### config.mk
export PLATFORM = sky130hd
export DESIGN_NAME = nru_page_replacement_unit_flat
export DESIGN_NICKNAME = d
export VERILOG_FILES = /design/src/design/nru_pkg.sv /design/src/design/nru_stream_if.sv /design/src/design/nru_ctrl.sv /design/src/design/nru_dpath.sv /design/src/design/nru_page_replacement_unit.sv /design/src/flat_wrapper.sv
export VERILOG_INCLUDE_DIRS = /design/src /design/src/design
export SDC_FILE = /design/constraint.sdc
export NUM_CORES = 2
export LEC_CHECK = 0
export ABC_CLOCK_PERIOD_IN_PS = 7150
export BUFFER_PORTS_ARGS = -buffer_cell sky130_fd_sc_hd__buf_2
export CORE_MARGIN = 5
export CORE_UTILIZATION = 26
export CTS_CLUSTER_DIAMETER = 120
export DETAILED_ROUTE_END_ITERATION = 8
export GPL_TIMING_DRIVEN = 0
export SYNTH_ARGS = -nofsm -noshare
export SYNTH_HDL_FRONTEND = slang
export SYNTH_SLANG_ARGS = --single-unit
### constraint.sdc
create_clock -name clock -period 7.15 [get_ports clock]
set_input_delay 0.3575 -clock clock [delete_from_list [all_inputs] [get_ports clock]]
set_output_delay 0.3575 -clock clock [all_outputs]
set_load 0.03 [all_outputs]
### src/design/assert_macros.svh
// ----------------------------------------------------------------------------
// Assertion macros
// Clocked property checks with and without a reset qualifier.
// ----------------------------------------------------------------------------
`ifndef ASSERT_MACROS_SVH
`define ASSERT_MACROS_SVH
`ifndef SYNTHESIS
`define ASSERT_CLK_RST(label, clk, rst, prop, msg) \
   label: assert property (@(posedge clk) disable iff (rst) prop) else $error(msg);
`define ASSERT_CLK(label, clk, prop, msg) \
   label: assert property (@(posedge clk) prop) else $error(msg);
`else
`define ASSERT_CLK_RST(label, clk, rst, prop, msg)
`define ASSERT_CLK(label, clk, prop, msg)
`endif
`endif

### src/design/nru_pkg.sv
// ----------------------------------------------------------------------------
// nru_pkg
// Types and constants shared by the NRU page replacement unit.
// ----------------------------------------------------------------------------
`timescale 1ns / 1ps
`default_nettype none

package nru_pkg;

   localparam int unsigned ADDR_W     = 16;
   localparam int unsigned INSTR_W    = 16;
   localparam int unsigned TIME_W     = 32;
   localparam int unsigned PAGE_W     = 13;
   localparam int unsigned THR_W      = 16;
   localparam int unsigned FIDX_W     = 6;

   // divide by ten: (x * 52429) >> 19, exact for 16-bit x
   localparam int unsigned PAGE_DIV    = 10;
   localparam int unsigned RECIP_W     = 17;
   localparam logic [RECIP_W-1:0] DIV10_RECIP = 17'd52429;
   localparam int unsigned RECIP_SHIFT = 19;
   localparam int unsigned PROD_W      = ADDR_W + RECIP_W;

   localparam logic [INSTR_W-1:0] MODIFY_DIGIT = 16'd1;
   localparam logic [THR_W-1:0]   AGE_RESET    = 16'd20;

   typedef struct packed {
      logic [ADDR_W-1:0]  access_address;
      logic [INSTR_W-1:0] instruction_word;
      logic [TIME_W-1:0]  timestamp;
   } req_type;

   typedef struct packed {
      logic              hit;
      logic [FIDX_W-1:0] frame_index;
      logic              evicted_valid;
      logic [PAGE_W-1:0] evicted_page;
   } rsp_type;

   typedef struct packed {
      logic [PAGE_W-1:0] page;
      logic [TIME_W-1:0] load_time;
      logic              referenced;
      logic              modified;
   } entry_type;

   typedef struct packed {
      logic capture;
      logic prep;
      logic scan_start;
      logic scan_run;
      logic age_mode;
      logic hit_wr;
      logic load;
      logic rsp_load;
   } cmd_type;

   typedef struct packed {
      logic hit_found;
      logic scan_done;
   } sts_type;

endpackage

`default_nettype wire

### src/design/nru_stream_if.sv
// ----------------------------------------------------------------------------
// nru_stream_if
// Valid/ready channel carrying one payload per transfer.
// ----------------------------------------------------------------------------
`timescale 1ns / 1ps
`default_nettype none

interface nru_stream_if #(parameter type payload_type = logic);
   logic        valid;
   logic        ready;
   payload_type payload;

   modport source (output valid, output payload, input ready);
   modport sink (input valid, input payload, output ready);
endinterface

`default_nettype wire

### src/design/nru_ctrl.sv
// ----------------------------------------------------------------------------
// nru_ctrl
// Sequencer for lookup, aging/victim scan, frame load and result handoff.
// ----------------------------------------------------------------------------
`timescale 1ns / 1ps
`default_nettype none

module nru_ctrl (
   input  logic             clock,
   input  logic             reset,
   input  logic             req_valid,
   output logic             req_ready,
   output logic             rsp_valid,
   input  logic             rsp_ready,
   input  nru_pkg::sts_type sts,
   output nru_pkg::cmd_type cmd
);

   localparam logic [2:0] S_IDLE  = 3'd0;
   localparam logic [2:0] S_PREP  = 3'd1;
   localparam logic [2:0] S_HSCAN = 3'd2;
   localparam logic [2:0] S_AGE   = 3'd3;
   localparam logic [2:0] S_LOAD  = 3'd4;
   localparam logic [2:0] S_DONE  = 3'd5;

   logic [2:0] state_ff;
   logic [2:0] state_in;
   logic       rsp_valid_ff;
   logic       rsp_valid_in;

   assign req_ready = (state_ff == S_IDLE);
   assign rsp_valid = rsp_valid_ff;

   always_comb begin
      state_in     = state_ff;
      rsp_valid_in = rsp_valid_ff;
      cmd          = '0;
      if (rsp_valid_ff && rsp_ready) begin
         rsp_valid_in = 1'b0;
      end
      case (state_ff)
         S_IDLE: begin
            if (req_valid) begin
               cmd.capture = 1'b1;
               state_in    = S_PREP;
            end
         end
         S_PREP: begin
            cmd.prep       = 1'b1;
            cmd.scan_start = 1'b1;
            state_in       = S_HSCAN;
         end
         S_HSCAN: begin
            if (sts.hit_found) begin
               cmd.hit_wr = 1'b1;
               state_in   = S_DONE;
            end else if (sts.scan_done) begin
               cmd.scan_start = 1'b1;
               state_in       = S_AGE;
            end else begin
               cmd.scan_run = 1'b1;
            end
         end
         S_AGE: begin
            cmd.age_mode = 1'b1;
            if (sts.scan_done) begin
               state_in = S_LOAD;
            end else begin
               cmd.scan_run = 1'b1;
            end
         end
         S_LOAD: begin
            cmd.load = 1'b1;
            state_in = S_DONE;
         end
         S_DONE: begin
            if (!rsp_valid_ff || rsp_ready) begin
               cmd.rsp_load = 1'b1;
               rsp_valid_in = 1'b1;
               state_in     = S_IDLE;
            end
         end
         default: begin
            state_in = S_IDLE;
         end
      endcase
   end

   always_ff @(posedge clock) begin
      if (reset) begin
         state_ff     <= S_IDLE;
         rsp_valid_ff <= 1'b0;
      end else begin
         state_ff     <= state_in;
         rsp_valid_ff <= rsp_valid_in;
      end
   end

endmodule

`default_nettype wire

### src/design/nru_dpath.sv
// ----------------------------------------------------------------------------
// nru_dpath
// Frame table memory, scan pipeline, aging and class-minimum tracking.
// ----------------------------------------------------------------------------
`timescale 1ns / 1ps
`default_nettype none

module nru_dpath #(
   parameter int FRAMES = 64
) (
   input  logic                          clock,
   input  logic                          reset,
   input  nru_pkg::cmd_type              cmd,
   output nru_pkg::sts_type              sts,
   input  nru_pkg::req_type              req_data,
   input  logic                          csr_wr,
   input  logic [nru_pkg::THR_W-1:0]     csr_data,
   output nru_pkg::rsp_type              rsp_data
);

   localparam int IDX_W = $clog2(FRAMES);
   localparam int CNT_W = $clog2(FRAMES + 1);

   nru_pkg::entry_type mem [FRAMES];

   logic [nru_pkg::THR_W-1:0]   thr_ff;
   logic [nru_pkg::ADDR_W-1:0]  addr_ff;
   logic [nru_pkg::INSTR_W-1:0] instr_ff;
   logic [nru_pkg::TIME_W-1:0]  now_ff;
   logic [nru_pkg::PAGE_W-1:0]  page_ff;
   logic                        mod_ff;
   logic [CNT_W-1:0]            fill_ff;
   logic [CNT_W-1:0]            scan_ff;
   logic                        rd_vld_ff;
   logic [IDX_W-1:0]            rd_idx_ff;
   nru_pkg::entry_type          rdata_ff;
   logic                        found_ff;
   logic [IDX_W-1:0]            target_ff;
   logic [2:0]                  best_ff;
   logic [nru_pkg::PAGE_W-1:0]  ev_page_ff;
   logic                        ev_valid_ff;
   nru_pkg::rsp_type            rsp_ff;

   logic [nru_pkg::PROD_W-1:0]  addr_prod;
   logic [nru_pkg::PROD_W-1:0]  instr_prod;
   logic [nru_pkg::PAGE_W-1:0]  instr_quot;
   logic [nru_pkg::INSTR_W-1:0] instr_tens;
   logic [nru_pkg::INSTR_W-1:0] instr_rem;
   logic                        scan_more;
   logic                        full;
   logic [IDX_W-1:0]            load_idx;
   logic [nru_pkg::TIME_W-1:0]  age;
   logic                        age_ref;
   logic [1:0]                  cls;
   logic                        age_we;
   logic                        mem_we;
   logic [IDX_W-1:0]            wr_addr;
   nru_pkg::entry_type          wr_data;

   assign addr_prod  = {{nru_pkg::RECIP_W{1'b0}}, addr_ff}
                       * {{nru_pkg::ADDR_W{1'b0}}, nru_pkg::DIV10_RECIP};
   assign instr_prod = {{nru_pkg::RECIP_W{1'b0}}, instr_ff}
                       * {{nru_pkg::INSTR_W{1'b0}}, nru_pkg::DIV10_RECIP};
   assign instr_quot = instr_prod[nru_pkg::RECIP_SHIFT +: nru_pkg::PAGE_W];
   assign instr_tens = {instr_quot, 3'b000} + {2'b00, instr_quot, 1'b0};
   assign instr_rem  = instr_ff - instr_tens;

   assign scan_more = (scan_ff < fill_ff);
   assign full      = (fill_ff == CNT_W'(FRAMES));
   assign load_idx  = full ? target_ff : fill_ff[IDX_W-1:0];

   assign age     = now_ff - rdata_ff.load_time;
   assign age_ref = rdata_ff.referenced
                    && !(age > {{(nru_pkg::TIME_W - nru_pkg::THR_W){1'b0}}, thr_ff});
   assign cls     = {age_ref, rdata_ff.modified};
   assign age_we  = cmd.age_mode && cmd.scan_run && rd_vld_ff;

   assign sts.hit_found = rd_vld_ff && (rdata_ff.page == page_ff);
   assign sts.scan_done = !scan_more && !rd_vld_ff;

   always_comb begin
      mem_we  = 1'b0;
      wr_addr = rd_idx_ff;
      wr_data = rdata_ff;
      if (cmd.load) begin
         mem_we             = 1'b1;
         wr_addr            = load_idx;
         wr_data.page       = page_ff;
         wr_data.load_time  = now_ff;
         wr_data.referenced = 1'b1;
         wr_data.modified   = mod_ff;
      end else if (cmd.hit_wr) begin
         mem_we             = 1'b1;
         wr_data.referenced = 1'b1;
         wr_data.modified   = rdata_ff.modified | mod_ff;
      end else if (age_we) begin
         mem_we             = 1'b1;
         wr_data.referenced = age_ref;
      end
   end

   always_ff @(posedge clock) begin
      if (mem_we) begin
         mem[wr_addr] <= wr_data;
      end
      if (cmd.scan_run && scan_more) begin
         rdata_ff <= mem[scan_ff[IDX_W-1:0]];
      end
   end

   always_ff @(posedge clock) begin
      if (reset) begin
         thr_ff    <= nru_pkg::AGE_RESET;
         fill_ff   <= '0;
         scan_ff   <= '0;
         rd_vld_ff <= 1'b0;
      end else begin
         if (csr_wr) begin
            thr_ff <= csr_data;
         end
         if (cmd.load && !full) begin
            fill_ff <= fill_ff + 1'b1;
         end
         if (cmd.scan_start) begin
            scan_ff   <= '0;
            rd_vld_ff <= 1'b0;
         end else if (cmd.scan_run) begin
            rd_vld_ff <= scan_more;
            if (scan_more) begin
               scan_ff <= scan_ff + 1'b1;
            end
         end else begin
            rd_vld_ff <= 1'b0;
         end
      end
   end

   always_ff @(posedge clock) begin
      if (cmd.capture) begin
         addr_ff  <= req_data.access_address;
         instr_ff <= req_data.instruction_word;
         now_ff   <= req_data.timestamp;
      end
      if (cmd.prep) begin
         page_ff <= addr_prod[nru_pkg::RECIP_SHIFT +: nru_pkg::PAGE_W];
         mod_ff  <= (instr_rem == nru_pkg::MODIFY_DIGIT);
      end
      if (cmd.scan_run && scan_more) begin
         rd_idx_ff <= scan_ff[IDX_W-1:0];
      end
      if (cmd.scan_start) begin
         best_ff <= 3'd4;
      end else if (age_we && ({1'b0, cls} < best_ff)) begin
         best_ff    <= {1'b0, cls};
         target_ff  <= rd_idx_ff;
         ev_page_ff <= rdata_ff.page;
      end
      if (cmd.hit_wr) begin
         found_ff    <= 1'b1;
         target_ff   <= rd_idx_ff;
         ev_valid_ff <= 1'b0;
      end
      if (cmd.load) begin
         found_ff    <= 1'b0;
         target_ff   <= load_idx;
         ev_valid_ff <= full;
      end
      if (cmd.rsp_load) begin
         rsp_ff.hit           <= found_ff;
         rsp_ff.frame_index   <= nru_pkg::FIDX_W'(target_ff);
         rsp_ff.evicted_valid <= ev_valid_ff;
         rsp_ff.evicted_page  <= ev_valid_ff ? ev_page_ff : '0;
      end
   end

   assign rsp_data = rsp_ff;

endmodule

`default_nettype wire

### src/design/nru_page_replacement_unit.sv
// ----------------------------------------------------------------------------
// nru_page_replacement_unit
// Not-recently-used page replacement over a table of FRAMES frames.
//
//   channel   dir  payload                                   transfer when
//   req_chan  in   access_address, instruction_word, time    valid && ready
//   rsp_chan  out  hit, frame_index, evicted_valid/page      valid && ready
//   csr_chan  in   age_threshold (16 bit)                    valid && ready
//
// One access at a time; the frame table is a single memory scanned one
// entry per cycle. A hit ends the lookup scan at its frame; a miss runs the
// lookup scan over all filled frames, then the aging and victim scan.
// Synchronous reset empties the table at once (fill count).
// A waiting result is held in its output register while the next access is
// taken; the following result waits for that register to free.
// ----------------------------------------------------------------------------
`timescale 1ns / 1ps
`default_nettype none
`include "assert_macros.svh"

module nru_page_replacement_unit #(
   parameter int FRAMES = 64
) (
   input  logic         clock,
   input  logic         reset,
   nru_stream_if.sink   req_chan,
   nru_stream_if.source rsp_chan,
   nru_stream_if.sink   csr_chan
);

   nru_pkg::cmd_type cmd;
   nru_pkg::sts_type sts;
   nru_pkg::rsp_type rsp_data;

   assign csr_chan.ready   = 1'b1;
   assign rsp_chan.payload = rsp_data;

   nru_ctrl u_ctrl (
      .clock     (clock),
      .reset     (reset),
      .req_valid (req_chan.valid),
      .req_ready (req_chan.ready),
      .rsp_valid (rsp_chan.valid),
      .rsp_ready (rsp_chan.ready),
      .sts       (sts),
      .cmd       (cmd)
   );

   nru_dpath #(
      .FRAMES (FRAMES)
   ) u_dpath (
      .clock    (clock),
      .reset    (reset),
      .cmd      (cmd),
      .sts      (sts),
      .req_data (req_chan.payload),
      .csr_wr   (csr_chan.valid),
      .csr_data (csr_chan.payload),
      .rsp_data (rsp_data)
   );

   `ASSERT_CLK_RST(a_accept_prep, clock, reset, (req_chan.valid && req_chan.ready) |=> cmd.prep, "accepted access not prepared")
   `ASSERT_CLK_RST(a_rsp_rise, clock, reset, $rose(rsp_chan.valid) |-> $past(cmd.rsp_load), "result raised without load")
   `ASSERT_CLK_RST(a_idle_no_scan, clock, reset, req_chan.ready |-> !(cmd.scan_run || cmd.load || cmd.hit_wr), "table activity while idle")
   `ASSERT_CLK(a_one_writer, clock, !(cmd.load && cmd.hit_wr), "load and hit update together")

endmodule

`default_nettype wire
### src/flat_wrapper.sv
// flat-port wrapper written by rule: the top's interface ports become plain ports
module nru_page_replacement_unit_flat 
#(
   parameter int FRAMES = 64
)
  (clock, reset, req_chan_valid, req_chan_payload, req_chan_ready, rsp_chan_valid, rsp_chan_payload, rsp_chan_ready, csr_chan_valid, csr_chan_payload, csr_chan_ready);
  nru_stream_if req_chan_i ();
  nru_stream_if rsp_chan_i ();
  nru_stream_if csr_chan_i ();
  input  logic clock;
  input  logic reset;
  input wire logic [$bits(req_chan_i.valid)-1:0] req_chan_valid;
  input wire logic [$bits(req_chan_i.payload)-1:0] req_chan_payload;
  output wire logic [$bits(req_chan_i.ready)-1:0] req_chan_ready;
  output wire logic [$bits(rsp_chan_i.valid)-1:0] rsp_chan_valid;
  output wire logic [$bits(rsp_chan_i.payload)-1:0] rsp_chan_payload;
  input wire logic [$bits(rsp_chan_i.ready)-1:0] rsp_chan_ready;
  input wire logic [$bits(csr_chan_i.valid)-1:0] csr_chan_valid;
  input wire logic [$bits(csr_chan_i.payload)-1:0] csr_chan_payload;
  output wire logic [$bits(csr_chan_i.ready)-1:0] csr_chan_ready;
  assign req_chan_i.valid = req_chan_valid;
  assign req_chan_i.payload = req_chan_payload;
  assign req_chan_ready = req_chan_i.ready;
  assign rsp_chan_valid = rsp_chan_i.valid;
  assign rsp_chan_payload = rsp_chan_i.payload;
  assign rsp_chan_i.ready = rsp_chan_ready;
  assign csr_chan_i.valid = csr_chan_valid;
  assign csr_chan_i.payload = csr_chan_payload;
  assign csr_chan_ready = csr_chan_i.ready;
  nru_page_replacement_unit #(.FRAMES(FRAMES)) u_core (.clock(clock), .reset(reset), .req_chan(req_chan_i), .rsp_chan(rsp_chan_i), .csr_chan(csr_chan_i));
endmodule
After elaboration in Yosys (flattened, before gate mapping)
Memories as Yosys holds them, arrays and structs flattened. A register that Yosys moved wholly into a read port is not among the register bits.
Index checks and enable logic that the tools add are counted.
{ "op_classes": {"n_eq_ne": 11, "n_reduce_logical": 25, "n_lt_le_gt_ge": 3, "bitwise_logic": 2, "mux": 39, "addsub": 3} }
{ "op_table": {"columns": ["cell", "n"], "rows": [
  ["$mux 45", 1],
  ["$mux 6", 6],
  ["$gt 32x5->1", 1],
  ["$sub 1x32->32", 1],
  ["$mux 1", 22],
  ["$pmux 3 s6", 1],
  ["$mux 3", 5],
  ["$add 7x1->7 const B", 2],
  ["$logic_not 13->1", 1],
  ["$logic_and 1x1->1", 9],
  ["$eq 7x7->1 const B", 1],
  ["$lt 7x7->1", 1],
  ["$eq 3x2->1 const B", 2],
  ["$eq 3x3->1 const B", 2],
  ["$reduce_and 2->1", 3],
  ["$logic_not 1->1", 5],
  ["$mux 2", 2],
  ["$ne 2x2->1 const B", 2],
  ["$pmux 1 s2", 2],
  ["$reduce_and 4->1", 1],
  ["$eq 3x1->1 const B", 1],
  ["$logic_not 3->1", 1],
  ["$lt 2x3->1", 1],
  ["$ne 3x1->1 const B", 1],
  ["other kinds (8)", 9]
]} }
{ "totals": {"ff_bits": 41, "out_inout_bits": 4, "ramBits": 3008, "wordCells": 97, "memories": 1} }
{ "memory_table": {"columns": ["memory", "words", "width", "read_ports", "rd_ports_with_merged_regs", "write_ports", "line", "text"], "rows": [
  ["u_core.u_dpath.mem", 64, 47, 1, 1, 1, "nru_dpath.sv:24", "nru_pkg::entry_type mem [FRAMES];"]
]} }

Depth between registers and ports, before layout
{ "depth": {"word_depth": 13, "ltp_mapped": 21, "ltp_nobuf": 20} }

Hierarchy
Synthesis repeated with hierarchy kept, for this count alone.
{ "unflattened": {"hier_cells": 6201, "hier_area_um2": 133759.5} }
{ "modules_own_cells": {"columns": ["module", "area_each_um2", "seq_area_each_um2", "n_inst", "cells_per_inst"], "rows": [
  ["nru_dpath", 133405.4, 96192.3, 1, 6156],
  ["nru_ctrl", 339.1, 80.1, 1, 42],
  ["nru_page_replacement_unit", 15.0, 0.0, 1, 3]
]} }

Worst setup path after synthesis
Ideal clock, no wire load.
{ "synth_timing": {"path_type": "register to register", "start": "register u_core.u_dpath.fill_ff[4]", "end": "register u_core.u_dpath.scan_ff[4]", "arrival_time_ns": 5.979, "slack_ns": 1.105, "required_time_ns": 7.084, "stages_incl_launch_ff": 10, "cell_sequence": "dfxtp_1 -> inv_1 -> ha_1 -> a21o_1 -> a21oi_1 -> o32ai_1 -> nor3_1 -> nand4_1 -> xor2_1 -> nor2_1"} }
{ "synth_via": {"elab_chain_cells": 7, "word_cells_on_any_way": 10} }
{ "synth_rtl": {"columns": ["item", "line", "text"], "rows": [
  ["start, declared", "nru_dpath.sv:32", "logic [CNT_W-1:0] fill_ff;"],
  ["start signal, assigned", "nru_dpath.sv:122", "fill_ff <= fill_ff + 1'b1;"],
  ["$lt 7x7->1 (*)", "nru_dpath.sv:68", "assign scan_more = (scan_ff < fill_ff);"],
  ["$logic_not 1->1", "nru_dpath.sv:79", "assign sts.scan_done = !scan_more && !rd_vld_ff;"],
  ["$logic_and 1x1->1", "nru_dpath.sv:79", null],
  ["$mux 1, on equally long branches", "nru_ctrl.sv:57, nru_ctrl.sv:66", null],
  ["$mux 2", "nru_ctrl.sv:54", "if (sts.hit_found) begin"],
  ["$pmux 1 s2", "nru_ctrl.sv:41", "case (state_ff)"],
  ["$reduce_and 2->1 (no line) or $reduce_or 2->1 (tied branches)", null, null],
  ["end signal, assigned", "nru_dpath.sv:130", "scan_ff <= scan_ff + 1'b1;"],
  ["end, declared", "nru_dpath.sv:33", "logic [CNT_W-1:0] scan_ff;"]
]} }
Every way passes the cells marked *; elsewhere a longest branch is shown, timed or not.
A chain may end at the register's enable or synchronous reset.

==> results.toml <==
[worst_setup_path]
r2r-end = "u_core.u_dpath.mem[33][1]$_DFFE_PP_"
r2r_cells = 11
cpPeakStageDelay_ns = 1.12
crit_required_ns = 7.70
r2r_slack_ns = 1.18
path_cells = "inv_1 > ha_1 > inv_1 > ha_1 > nor4b_1 > nand3_1 > nor3_2 > or4bb_1 > a311oi_1 > and3_1 > a211o_2"
path_class = "reg2reg"
end_kind = "flop"
path_max_fanout = 64
critPathLaunchType = "flop"
cp_data_arrival_time_ns = 6.52
r2r-start = "u_core.u_dpath.now_ff[0]$_DFFE_PP_"
cp_slowest_cell = "a311oi_1"

[finish]
layout-drive-gt1-share_pct = 32.2
fin_cells = 11500
nFillCells = 42400
syn_to_final_growth_pct = 19.0
nets = 5285

[pwr]
power.share.clock_pct = 44.5
power_mw = 36.3
vdd_drop_max_mv = 0.266
netSwitchingFraction_pct = 19.0
seqPwrFrac_pct = 54.5
p_leak_nw = 40.8
p_per_area_nw_per_um2 = 258
p_int_mw = 29.4
switchingPower_mw = 6.88
combPwrFrac_pct = 0.9

[sta]
worstMarginPinSlew_ns = 1.44
max_freq_mhz = 168
hold_violations = 0
fin_skew_ns = 0.0401
finalMaxSlewViolations = 0
final.setup.worst_slack_ns = 1.18
finalSetupViolCount = 0
fin_crit_sh_pct = 83.5
layout_min_cycle_time_ns = 5.97
rsz0062_at_grt = "false"
slew_headroom_pct = 4.17

[global_route]
grt.total_usage_pct = 12.3
antenna_found_initial = 25
overflow = 0
first_global_vias = 55900
grt_pass1_wl_um = 418000
grt_max_degree = 65

[die]
fp-row-count = 247
start_util_pct = 26.1
die_area_um2 = 468000
die_h_um = 684
io_pins = 11
die_w_um = 684
core_area_um2 = 453000

[logic_synthesis]
yosys-top-cells-area = "edfxtp_1 (78%), mux4_2 (19%), clkbuf_1 (0.46%)"
synth-edff-count = 3071
synthArstFlopShare_pct = 0
yosys_warnings = 0
ys_top_cells_by_count = "edfxtp_1 (3071), mux4_2 (987), clkbuf_1 (146), nor2_1 (110), buf_1 (85)"
synth_top_area_share_pct = 78.0
synth_fa_ha_area_share_pct = 0.159
synthFlopType = "edfxtp_1"
synth_top_area_cell = "edfxtp_1"
synth_cells = 4736
synthSimpleGateAreaFrac_pct = 1.27
synth_seq_cells = 3095
syn_area_per_cell_um2 = 25.0
syn_nets = 4758
synth.most_common_cell = "edfxtp_1"
muxShareOfSynthArea_pct = 18.9
ys_types = 61
ys_seq_area_share_pct = 78.4
synth_area_um2 = 118000
synthXorXnorAreaFrac_pct = 0.104
synth_top_family_by_area = "multiplexers"
synth-compound-area-share_pct = 0.360

[detailed_routing]
first_iter_violations = 6930
avgRoutedWirePerCell_um = 25.7
vias = 54300
drc_errors = 0
first_pass_iters = 5
postRouteAntennaNets = 0
wl_um = 295000
vias_per_cell = 4.73

[outcome]
status = "finished clean"

[hold_path]
worstHoldPathType = "in2reg"
min_to = "u_core.u_dpath.now_ff[0]$_DFFE_PP_"
min_path_cells = 2
min_from = "req_chan_payload"

[clocking]
cts_tree = "yes"
clock_path_buffers = 4
insertion_delay_ns = 0.95
clkSinkCount = 3095
clkTransAtPathRegs_ns = 0.06
clockRootBuffer = "clkbuf_16"
cts_htree_levels = 5
cts_buffers = 325

[job]
cap_violations = 0

[place]
gp_congestion = 0.838
dp_hpwl_um = 206000
numPortBuffers = 9
post-place-ws_ns = 1.16
dp.cells = 10900
## power by group through the flow
stage / clock network, mW / logic, mW / registers (mW)
2_1_floorplan: 0 / 0.157 / 20.2
3_3_place_gp: 0 / 0.251 / 20.2
3_5_place_dp: 0 / 0.325 / 20.2
4_1_cts: 16.5 / 0.330 / 19.8
5_1_grt: 17.3 / 0.354 / 19.8
6_report: 16.2 / 0.331 / 19.8
## registers in the layout, indices dropped and copies added (netlist names), 2 cells and up
register and flops:
u_core.u_dpath.mem 3008, u_core.u_dpath.rdata_ff 46, u_core.u_dpath.fill_ff 7, u_core.u_dpath.scan_ff 7, u_core.u_dpath.rd_idx_ff 6, u_core.u_dpath.target_ff 6
u_core.u_ctrl.state_ff 3, u_core.u_dpath.best_ff 3, u_core.u_dpath.thr_ff 2
## placed cells by master (no fill, tap or decap), types with 33 or more instances in the layout
cell	synthesis	final
edfxtp_1	3071	3071
clkinv_2	0	61
nor2_1	110	43
buf_16	0	34
clkbuf_1	146	192
buf_1	85	77
clkinv_1	0	61
clkbuf_16	0	332
nand2_1	33	33
mux4_2	987	987
buf_12	0	142
nor2_4	0	67
nor2b_4	0	42
## cell families (layout without fill, tap and decap cells)
kind of cell,Yosys count,count (layout)
AOI/OAI and AO/OA,63,63
xor gates and xnor gates,14,14
adders and majority gates,15,15
buffers and inverters,259,1029
DFF,3095,3095
muxes,995,995
other,1,13
and+or+nand+nor,294,294
## repair_timing
action	in CTS	in global routing
buffers inserted	0	0
gates resized for setup	0	0
endpoints found under the hold margin	16	0
hold buffers	8	0
## routing by layer
layer | vias up | part of all wire, % | global-route usage [%] | wire (um)
met5 | - | 0.0044 | 0 | 13
met1 | 29500 | 38 | 15.6 | 113000
met4 | 2 | 2.9 | 3.69 | 8460
met2 | 2542 | 50 | 20.8 | 147000
li1 | 21800 | - | - | -
met3 | 486 | 9.0 | 3.04 | 26600
## critical path: cells and delay by family, from the launching register on
kind                     cells  cell delay, ns
AND/OR/NAND/NOR              5            2.41
AO/OA/AOI/OAI                2            2.00
flip-flops                   1            0.50
adder cells (fa/ha/maj)      2            0.44
buffers and inverters        2            0.15
## through the flow
stage / hold slack (ns) / setup TNS [ns] / utilization [%] / area (um2)
finish: 0.149 / 0 / 31.1 / 141000
global route: 0.153 / 0 / 31.1 / 141000
CTS: 0.100 / 0 / 31.1 / 141000
detailed placement: 0.456 / 0 / 28.8 / 130000
global placement: 0.447 / -2934.94 / 27.8 / 126000
floorplan: 0.427 / 0 / - / 118000
## how the worst max path moves through the flow
stage / start / slack (ns) / to / cells past startpoint
after CTS: u_core.u_dpath.now_ff[0]$_DFFE_PP_ / 1.12 / u_core.u_dpath.target_ff[2]$_DFFE_PP_ / 15
after global placement: u_core.u_dpath.scan_ff[0]$_SDFFE_PP0P_ / -2.62 / u_core.u_dpath.scan_ff[6]$_SDFFE_PP0P_ / 8
after floorplan: u_core.u_dpath.fill_ff[4]$_SDFFE_PP0P_ / 1.11 / u_core.u_dpath.scan_ff[4]$_SDFFE_PP0P_ / 9
final: u_core.u_dpath.now_ff[0]$_DFFE_PP_ / 1.18 / u_core.u_dpath.mem[33][1]$_DFFE_PP_ / 11
after global routing: u_core.u_dpath.now_ff[0]$_DFFE_PP_ / 0.89 / u_core.u_dpath.mem[38][1]$_DFFE_PP_ / 16
after detailed placement: u_core.u_dpath.now_ff[0]$_DFFE_PP_ / 1.16 / u_core.u_dpath.target_ff[2]$_DFFE_PP_ / 15
## area by class of cell
cell class	count	area [um2]	share of cell area (%)
tap	5976	7480	5.31
buffer	235	927	0.659
sequential	3095	92700	65.9
clock inverter	172	1580	1.12
inverter	24	90.1	0.0640
antenna	12	30.0	0.0213
timing repair buffer	200	3980	2.83
multi-input combinational	1382	25400	18.0
clock buffer	398	8560	6.08
Note: power is estimated with default switching activity, not from simulation.
